**src/hw/rtl/rti_pkg.sv**
```systemverilog
// Shared types, constants and codes for the radial table interpolator.
// Used by every file of the block but rti_ram; depends on nothing.
package rti_pkg;

  localparam int TABLE_DEPTH = 8192;
  localparam int IDX_W       = $clog2(TABLE_DEPTH);
  localparam int RAD_W       = 32;
  localparam int VAL_W       = 32;
  localparam int N_VAL       = 5;
  localparam int VALS_W      = VAL_W * N_VAL;
  localparam int LANE_W      = 3;
  localparam int CNT_W       = 14;
  localparam int CFG_IDX_W   = 2;
  localparam int EST_SCALE   = 5000;
  localparam int EST_W       = RAD_W + 13;
  localparam int FRAC_BITS   = 24;
  localparam int DIV_DEN_W   = RAD_W;
  localparam int DIV_NUM_W   = DIV_DEN_W + FRAC_BITS;
  localparam int QUO_W       = 30;
  localparam int DIV_CNT_W   = $clog2(QUO_W);
  localparam logic [QUO_W-1:0] FRAC_LIMIT = QUO_W'(1) << (QUO_W - 1);

  typedef enum logic [CFG_IDX_W-1:0] {
    CFG_MIN_RADIUS  = 2'd0,
    CFG_MAX_RADIUS  = 2'd1,
    CFG_ENTRY_COUNT = 2'd2
  } cfg_idx_t;

  typedef enum logic [3:0] {
    OP_NONE,
    OP_LOAD,
    OP_LATCH,
    OP_EST_MUL,
    OP_EST_DIV,
    OP_EST_LOAD,
    OP_RD_J,
    OP_STEP,
    OP_RD_LO,
    OP_CAP_LO,
    OP_CAP_HI,
    OP_FRAC_LOAD,
    OP_MUL,
    OP_EMIT
  } dp_op_t;

  typedef struct packed {
    dp_op_t            op;
    logic [LANE_W-1:0] lane;
  } dp_cmd_t;

  typedef struct packed {
    logic oos;
    logic div_done;
    logic walk_go;
    logic out_free;
  } dp_stat_t;

  typedef enum logic [3:0] {
    ST_IDLE,
    ST_EST_MUL,
    ST_EST_DIV,
    ST_EST_WAIT,
    ST_WALK_RD,
    ST_WALK_CMP,
    ST_CAP_LO,
    ST_CAP_HI,
    ST_FRAC_WAIT,
    ST_MUL,
    ST_DRAIN,
    ST_EMIT
  } ctrl_state_t;

  typedef struct packed {
    logic                    is_load;
    logic [IDX_W-1:0]        entry_index;
    logic [RAD_W-1:0]        entry_radius;
    logic [VALS_W-1:0]       entry_vals;
    logic [RAD_W-1:0]        query_radius;
  } in_item_t;

endpackage

```
**src/hw/rtl/rti_ctrl.sv**
```systemverilog
// Sequencer for loads and queries: estimate, table walk, fraction, interpolation.
// Depends on rti_pkg; drives rti_dp through dp_cmd_t and reads dp_stat_t.
module rti_ctrl import rti_pkg::*; (
  input  logic     clk,
  input  logic     rst_n,
  input  logic     in_valid,
  input  logic     in_is_load,
  output logic     in_ready,
  input  dp_stat_t stat,
  output dp_cmd_t  cmd
);
  ctrl_state_t       state_r, state_nxt;
  logic [LANE_W-1:0] lane_r, lane_nxt;

  always_ff @(posedge clk) begin
    if (!rst_n) begin
      state_r <= ST_IDLE;
      lane_r  <= '0;
    end else begin
      state_r <= state_nxt;
      lane_r  <= lane_nxt;
    end
  end

  always_comb begin
    state_nxt = state_r;
    lane_nxt  = lane_r;
    in_ready  = 1'b0;
    cmd.op    = OP_NONE;
    cmd.lane  = lane_r;
    case (state_r)
      ST_IDLE: begin
        in_ready = 1'b1;
        if (in_valid) begin
          if (in_is_load) begin
            cmd.op = OP_LOAD;
          end else begin
            cmd.op    = OP_LATCH;
            state_nxt = ST_EST_MUL;
          end
        end
      end
      ST_EST_MUL: begin
        cmd.op    = OP_EST_MUL;
        state_nxt = stat.oos ? ST_EMIT : ST_EST_DIV;
      end
      ST_EST_DIV: begin
        cmd.op    = OP_EST_DIV;
        state_nxt = ST_EST_WAIT;
      end
      ST_EST_WAIT: begin
        if (stat.div_done) begin
          cmd.op    = OP_EST_LOAD;
          state_nxt = ST_WALK_RD;
        end
      end
      ST_WALK_RD: begin
        cmd.op    = OP_RD_J;
        state_nxt = ST_WALK_CMP;
      end
      ST_WALK_CMP: begin
        if (stat.walk_go) begin
          cmd.op = OP_STEP;
        end else begin
          cmd.op    = OP_RD_LO;
          state_nxt = ST_CAP_LO;
        end
      end
      ST_CAP_LO: begin
        cmd.op    = OP_CAP_LO;
        state_nxt = ST_CAP_HI;
      end
      ST_CAP_HI: begin
        cmd.op    = OP_CAP_HI;
        state_nxt = ST_FRAC_WAIT;
      end
      ST_FRAC_WAIT: begin
        if (stat.div_done) begin
          cmd.op    = OP_FRAC_LOAD;
          lane_nxt  = '0;
          state_nxt = ST_MUL;
        end
      end
      ST_MUL: begin
        cmd.op = OP_MUL;
        if (lane_r == LANE_W'(N_VAL - 1)) begin
          state_nxt = ST_DRAIN;
        end else begin
          lane_nxt = lane_r + 1'b1;
        end
      end
      ST_DRAIN: begin
        state_nxt = ST_EMIT;
      end
      ST_EMIT: begin
        if (stat.out_free) begin
          cmd.op    = OP_EMIT;
          state_nxt = ST_IDLE;
        end
      end
      default: begin
        state_nxt = ST_IDLE;
      end
    endcase
  end
endmodule

```
**config.mk**
```make
export PLATFORM = sky130hd
export DESIGN_NAME = rti_ctrl
export DESIGN_NICKNAME = d
export VERILOG_FILES = /design/src/hw/rtl/rti_pkg.sv /design/src/hw/rtl/rti_ctrl.sv
export SDC_FILE = /design/constraint.sdc
export NUM_CORES = 1
export LEC_CHECK = 0
export ABC_AREA = 1
export BUFFER_PORTS_ARGS = -buffer_cell sky130_fd_sc_hd__buf_2
export CAP_MARGIN = 30
export CORE_UTILIZATION = 30
export DETAILED_ROUTE_END_ITERATION = 16
export GPL_ROUTABILITY_DRIVEN = 0
export HOLD_SLACK_MARGIN = 0.1
export PLACE_DENSITY = 0.53
export SLEW_MARGIN = 20
export SYNTH_ARGS = -nofsm -noshare
export SYNTH_HDL_FRONTEND = slang
export SYNTH_SLANG_ARGS = --single-unit
```
**constraint.sdc**
```tcl
create_clock -name clk -period 3.6 [get_ports clk]
set_input_delay 0.54 -clock clk [delete_from_list [all_inputs] [get_ports clk]]
set_output_delay 0.54 -clock clk [all_outputs]
set_load 0.01 [all_outputs]
```
; ---- Word-level counts from Yosys, hierarchy flattened
; Index checks and enable logic that the tools add are counted.
[classes]
n_addsub = 1
n_eq_ne = 20
n_mux = 20
reduce_logical = 4
[ops]
columns = operator, count
row1 = $pmux W4 S12, 1
row2 = $mux W4, 11
row3 = $pmux W4 S11, 1
row4 = $eq A4 B3 Y1 const B, 4
row5 = $eq A4 B4 Y1 const B, 4
row6 = $ne A2 B2 Y1 const B, 8
row7 = $mux W3, 3
row8 = $eq A4 B2 Y1 const B, 2
row9 = $reduce_and A7 Y1, 1
row10 = $pmux W3 S2, 1
row11 = $eq A4 B1 Y1 const B, 1
row12 = $logic_not A4 Y1, 1
row13 = $mux W2, 2
row14 = $add A3 B1 Y3 const B, 1
row15 = $eq A3 B3 Y1 const B, 1
row16 = $reduce_and A3 Y1, 1
row17 = $reduce_bool A2 Y1, 1
row18 = $mux W1, 1
[word_totals]
register_bits = 7
inputBits = 8
out_inout_bits = 8

; ---- Longest topological paths before layout
; Gate-level depths: netlist of run 1.
[depth]
word_depth = 3
ltp_mapped = 10

; ---- Worst setup path before layout of run 1
; OpenSTA, ideal clock, no wires.
[synth_timing]
kind = reg2out
start = register state_r[2]
end = output cmd[3] (netlist bit)
arrival_time_ns = 1.015
path_slack_ns = 2.045
stages_incl_launch_ff = 6
cell_sequence = dfxtp_1 nor2_1 nand2_1 o31ai_1 inv_1 nand4_1
[synth_lines]
columns = item, line_no
row1 = start: declaration, rti_ctrl.sv:12  ; ctrl_state_t state_r, state_nxt;
row2 = start signal: assignment, rti_ctrl.sv:20  ; state_r <= state_nxt;
row3 = end: declaration, rti_ctrl.sv:10  ; output dp_cmd_t cmd

==> metrics.cfg, run 1 <==
[run_status]
status = complete, no violations

[min_path]
min_path_type = register to register
holdCritStartpoint = lane_r[0]

[place]
dp_slack_ns = 1.83
placed_cells = 138
place_hpwl_um = 1230
port-buffer-count = 15

[global_route]
grt_pass1_vias = 597
antenna_found_initial = 0
grt_max_degree = 9
grt_pass1_wl_um = 2470
track_usage_pct = 15.8
grt.overflow.total = 0

[yosys]
seq_area_frac_synth_pct = 22.9
yosys.area.top_type_share_pct = 22.9
synthCells = 98
yosysWarnings = 0
synth.avg_cell_area_sq_um = 6.26
synth_area_leaders = dfxtp_1, nand2_1, inv_1
ys_ff_latch = 7
yosys.cell_types.count = 24
synthesis.nets = 108
synth_top_cell_by_area = dfxtp_1
syn_area_sq_um = 613

[critical_path]
crit_start = state_r[2]
cp_max_fo = 5
critPathMaxStageDelay_ns = 0.35
endpoint_kind = output port
crit_chain = nor2_1 > nand2_1 > o31ai_1 > inv_1 > nand4_1 > buf_2
slowest_stage = dfxtp_1
rrSetupSlack_ns = 2.21
reg2reg_from = state_r[2]
cp.arrival_ns = 1.49
cp_data_required_time_ns = 3.06
startpoint_type = register
critPathKind = register to output port

[timing]
grt_setup_unrepaired = no
relSlewSlack_pct = 78.5
timing.final.crit_share_pct = 56.3
period_needed_ns = 2.03
hold_violations = 0
setup_ws_ns = 1.57
drv_slew = 0
fin_tns_setup_ns = 0
finClkSkew_ns = 0.000129
finalSetupViolCount = 0
whs_ns = 0.505
worstMarginPinSlew_ns = 0.322
fmax_mhz = 493

[drt]
drt_wl_total_um = 1480
first_pass_iters = 4
drtIter0Drc = 17
via_count = 696
drc_errors = 0
route.detailed.vias_per_inst = 4.90
wl_per_cell_um = 10.4
antenna_left = 0

[clock_tree]
cts_buffers = 3
root_buffer = clkbuf_4
cts_tree = built
worst_skew_pair.late_latency_ns = 0.24
cts_buffer_depth = 2
ctsResizeCount = 0
post_cts_buffers = 0
numClockSinks = 7
cts_htree_levels = 1
clk_pin_slew_ns = 0.05
cts_hold_buf = 0

[power_and_ir_drop]
p_leak_nw = 0.387
cellPowerDensity_mw_per_mm2 = 706
vdd_drop_max_mv = 0.339

[cells_and_area]
areaGrowthSynthToFinish_pct = 21.6
drive_above_1_share_pct = 26.5
mostFrequentLayoutCells = nand2_1, inv_1, buf_2, nor2_1, nand3_1
insertedDiodeCount = 0
layout_commonest_cell = nand2_1
final_nets = 128
finalNonFillerCells = 142

[die]
die_area_sq_mm = 0.00223
die_h_um = 47.2
core_area_sq_mm = 0.00182
initial_core_util_pct = 33.7
die_width_um = 47.2
ios = 16
rows = 15

[job]
drv_cap = 0

worst max-delay path: cells and delay by family, from the launching register on:
| family | cells | cell delay [ns] |
|---|---|---|
| and+or+nand+nor | 3 | 0.48 |
| AOI/OAI and AO/OA | 1 | 0.21 |
| buffers and inverters | 2 | 0.19 |
| DFF | 1 | 0.35 |
stage by stage:
| stage | instance area (sq um) | util, % | total power [W] |
|---|---|---|---|
| after floorplan | 613 | - | 0.000371 |
| after global placement | 719 | 39.5 | 0.000464 |
| after detailed placement | 719 | 39.5 | 0.000461 |
| after CTS | 746 | 41.0 | 0.000533 |
| after global routing | 746 | 41.0 | 0.000581 |
| final | 746 | 41.0 | 0.000527 |
sequential cells by signal, indices dropped and copies added (netlist names):
name,flops
lane_r,3
state_r,4
synth_stat cells (all sizes together):
cell type,instances
o31ai,1
nand3b,1
a211oi,1
dfxtp,7
ha,2
a21oi,6
o21ai,1
nor2,16
a31oi,1
nand2,24
a22oi,1
o211ai,2
o2111ai,1
nand3,12
clkinv,1
nand4,3
nor3,1
inv,17
report_power, final:
group	total, W	internal [W]	switching, W
Sequential	0.000127	0.0000958	0.0000311
Clock	0.0000682	0.0000421	0.0000261
Combinational	0.000332	0.000121	0.000211
worst paths after layout:
kind / endpoint / cells after the start
max: cmd[3] / 6
min: lane_r[0] / 2
max reg2reg: state_r[1] / 8
min reg2reg: lane_r[0] / 2
area by class of cell:
| cell class | count | area [sq um] |
|---|---|---|
| Fill cell | 203 | 1070 |
| Multi-Input combinational cell | 73 | 404 |
| Sequential cell | 7 | 140 |
| Timing Repair Buffer | 15 | 75.1 |
| Inverter | 18 | 68.8 |
| Tap cell | 25 | 31.3 |
| Clock buffer | 4 | 26.3 |
metal layers:
| metal | share of wire, % | vias up | wire, um | GRT usage (%) |
|---|---|---|---|---|
| met4 | 0.54 | 0 | 8 | 6.86 |
| met3 | 4.3 | 2 | 63 | 2.31 |
| met2 | 45 | 17 | 670 | 23.1 |
| met1 | 50 | 313 | 737 | 23.0 |
| met5 | 0 | - | 0 | 0 |
| li1 | - | 364 | - | - |
cells by family after synthesis:
group	synth area share, %
AND/OR/NAND/NOR	47.6
buffers and inverters	11.2
AO/OA/AOI/OAI	14.3
flip-flops	22.9
adder cells (fa/ha/maj)	4.08
Power figures use the tool's default switching activity.
==> run 2, diff against run 1 <==
--- a/config.mk
+++ b/config.mk
@@ -12,7 +12,7 @@
 export DETAILED_ROUTE_END_ITERATION = 16
 export GPL_ROUTABILITY_DRIVEN = 0
 export HOLD_SLACK_MARGIN = 0.1
-export PLACE_DENSITY = 0.53
+export PLACE_DENSITY = 0.55
 export SLEW_MARGIN = 20
 export SYNTH_ARGS = -nofsm -noshare
 export SYNTH_HDL_FRONTEND = slang
==> constraint.sdc (replaced) <==
create_clock -name clk -period 1.8 [get_ports clk]
set_input_delay 0.27 -clock clk [delete_from_list [all_inputs] [get_ports clk]]
set_output_delay 0.27 -clock clk [all_outputs]
set_load 0.01 [all_outputs]
==> run 2 against run 1 <==
Against the previous run: sequential power grew 110%; critical path type unchanged; via count fell by 3.3%; first-iteration DRC count down 41%; core utilization rose by 0.96 points; clock skew up 0.00082 ns; non-clock buffer count stayed put; die area unchanged; global-route usage rose by 0.22 points; largest cell class unchanged.
==> metrics.cfg, run 2 (synthesized netlist as in run 1, its figures left out) <==
[die]
die_width_um = 47.2  ; unchanged
die_area_sq_mm = 0.00223  ; unchanged
initial_core_util_pct = 33.7  ; unchanged
rows = 15  ; unchanged
ios = 16  ; unchanged
core_area_sq_mm = 0.00182  ; unchanged
die_h_um = 47.2  ; unchanged

[run_status]
status = complete, no violations

[timing]
finalSetupViolCount = 0  ; unchanged
worstMarginPinSlew_ns = 0.248  ; -0.0739 ns
fin_tns_setup_ns = 0  ; unchanged
period_needed_ns = 1.68
finClkSkew_ns = 0.000945  ; +0.000816 ns
hold_violations = 0  ; unchanged
fmax_mhz = 596
drv_slew = 0  ; unchanged
timing.final.crit_share_pct = 93.2
relSlewSlack_pct = 83.4  ; +4.9 points
grt_setup_unrepaired = no
setup_ws_ns = 0.123  ; -1.45 ns

[clock_tree]
worst_skew_pair.late_latency_ns = 0.24  ; about the same
cts_buffer_depth = 2  ; unchanged
cts_hold_buf = 0  ; unchanged
clk_pin_slew_ns = 0.05  ; about the same
numClockSinks = 7  ; unchanged
cts_buffers = 3  ; unchanged
cts_tree = built
root_buffer = clkbuf_4
cts_htree_levels = 1  ; unchanged

[global_route]
grt_pass1_vias = 625  ; +4.7%
antenna_found_initial = 0  ; unchanged
grt_pass1_wl_um = 2470  ; unchanged
grt_max_degree = 9  ; unchanged
track_usage_pct = 16.1  ; +0.22 points
grt.overflow.total = 0  ; unchanged

[critical_path]
reg2reg_depth = 9  ; +1
path_common_cell = inv_1
endpoint_kind = output port
cp.arrival_ns = 1.41  ; -0.08 ns
cp_max_fo = 8  ; +3
critPathMaxStageDelay_ns = 0.38  ; +0.03 ns
startpoint_type = register
crit_chain = inv_1 > nor2_4 > nand3_2 > o31ai_1 > inv_1 > nand4_1 > buf_2
critPathKind = register to output port
slowest_stage = dfxtp_2
cp_data_required_time_ns = 1.53  ; -1.53 ns

[place]
port-buffer-count = 15  ; unchanged
place_hpwl_um = 1240  ; +1.1%
dp_slack_ns = 0.240  ; -1.59 ns

[cells_and_area]
largest_registers = state_r (4), lane_r (3)
nFillCells = 202  ; -0.49%
mostFrequentLayoutCells = nand2_1, inv_1, buf_2, nand3_1, nor2_1
areaGrowthSynthToFinish_pct = 24.5
layout_commonest_cell = nand2_1
largest_register = state_r
largest_register_ff_count = 4  ; unchanged
insertedDiodeCount = 0  ; unchanged
final_nets = 128  ; unchanged
drive_above_1_share_pct = 30.8  ; +4.3 points

[power_and_ir_drop]
p_leak_nw = 0.392  ; +1.4%
cellPowerDensity_mw_per_mm2 = 1430  ; +100%
vdd_drop_max_mv = 0.726  ; +110%

[drt]
drtIter0Drc = 10  ; -7
via_count = 673  ; -3.3%
drc_errors = 0  ; unchanged
antenna_left = 0  ; unchanged
wl_per_cell_um = 10.6  ; +1.8%
drt_wl_total_um = 1510  ; +1.8%
route.detailed.vias_per_inst = 4.74  ; -3.3%
first_pass_iters = 3  ; -1

[job]
drv_cap = 0  ; unchanged

[min_path]
hold-path-cell-count = 3  ; +1
min_path_type = input port to register

run 2: layout make-up:
type                            count  area (sq um)  share of cell area, %
Multi-Input combinational cell     73           417                   54.6
Sequential cell                     7           145                   19.0
Timing Repair Buffer               15          75.1                   9.84
Inverter                           18          68.8                   9.02
Tap cell                           25          31.3                   4.10
Clock buffer                        4          26.3                   3.44
run 2: routing by layer:
layer / GRT usage (%) / share of wire [%]
met4: 9.14 / 2.3
met3: 3.85 / 1.9
met5: 0 / 0
met1: 21.1 / 48
met2: 23.9 / 47
run 2: critical path, delay by kind of cell (launching register included):
kind	cells	cell delay, ns
buffers and inverters	3	0.30
and+or+nand+nor	3	0.39
DFF	1	0.38
AOI/OAI and AO/OA	1	0.09
run 2: report_power, final:
part	switching (W)	internal, W
clock network	0.0000521	0.0000842
logic	0.000428	0.000255
registers	0.0000709	0.000199
run 2: worst paths after layout:
path                                   end  slack [ns]       start
worst max-delay path                cmd[3]        0.12  state_r[3]
worst max register to register  state_r[0]        0.47  state_r[3]
worst min-delay path            state_r[1]        0.30       rst_n
worst min register to register   lane_r[1]        0.50   lane_r[1]
run 2: stage by stage:
stage | instances | power [W] | area, sq um | util, % | hold WS [ns]
2_1_floorplan | 98 | 0.000742 | 613 | - | 0.390
5_1_grt | 142 | 0.00120 | 763 | 41.9 | 0.301
4_1_cts | 142 | 0.00107 | 748 | 41.1 | 0.293
3_5_place_dp | 138 | 0.000923 | 719 | 39.5 | 0.493
6_report | 142 | 0.00109 | 763 | 41.9 | 0.295
3_3_place_gp | 138 | 0.000922 | 719 | 39.5 | 0.493
run 2: timing repair:
action                     4_1_cts  5_1_grt
gates resized for setup          1        6
cloned                           0        0
setup endpoints to repair        1        4
buffers inserted                 0        0
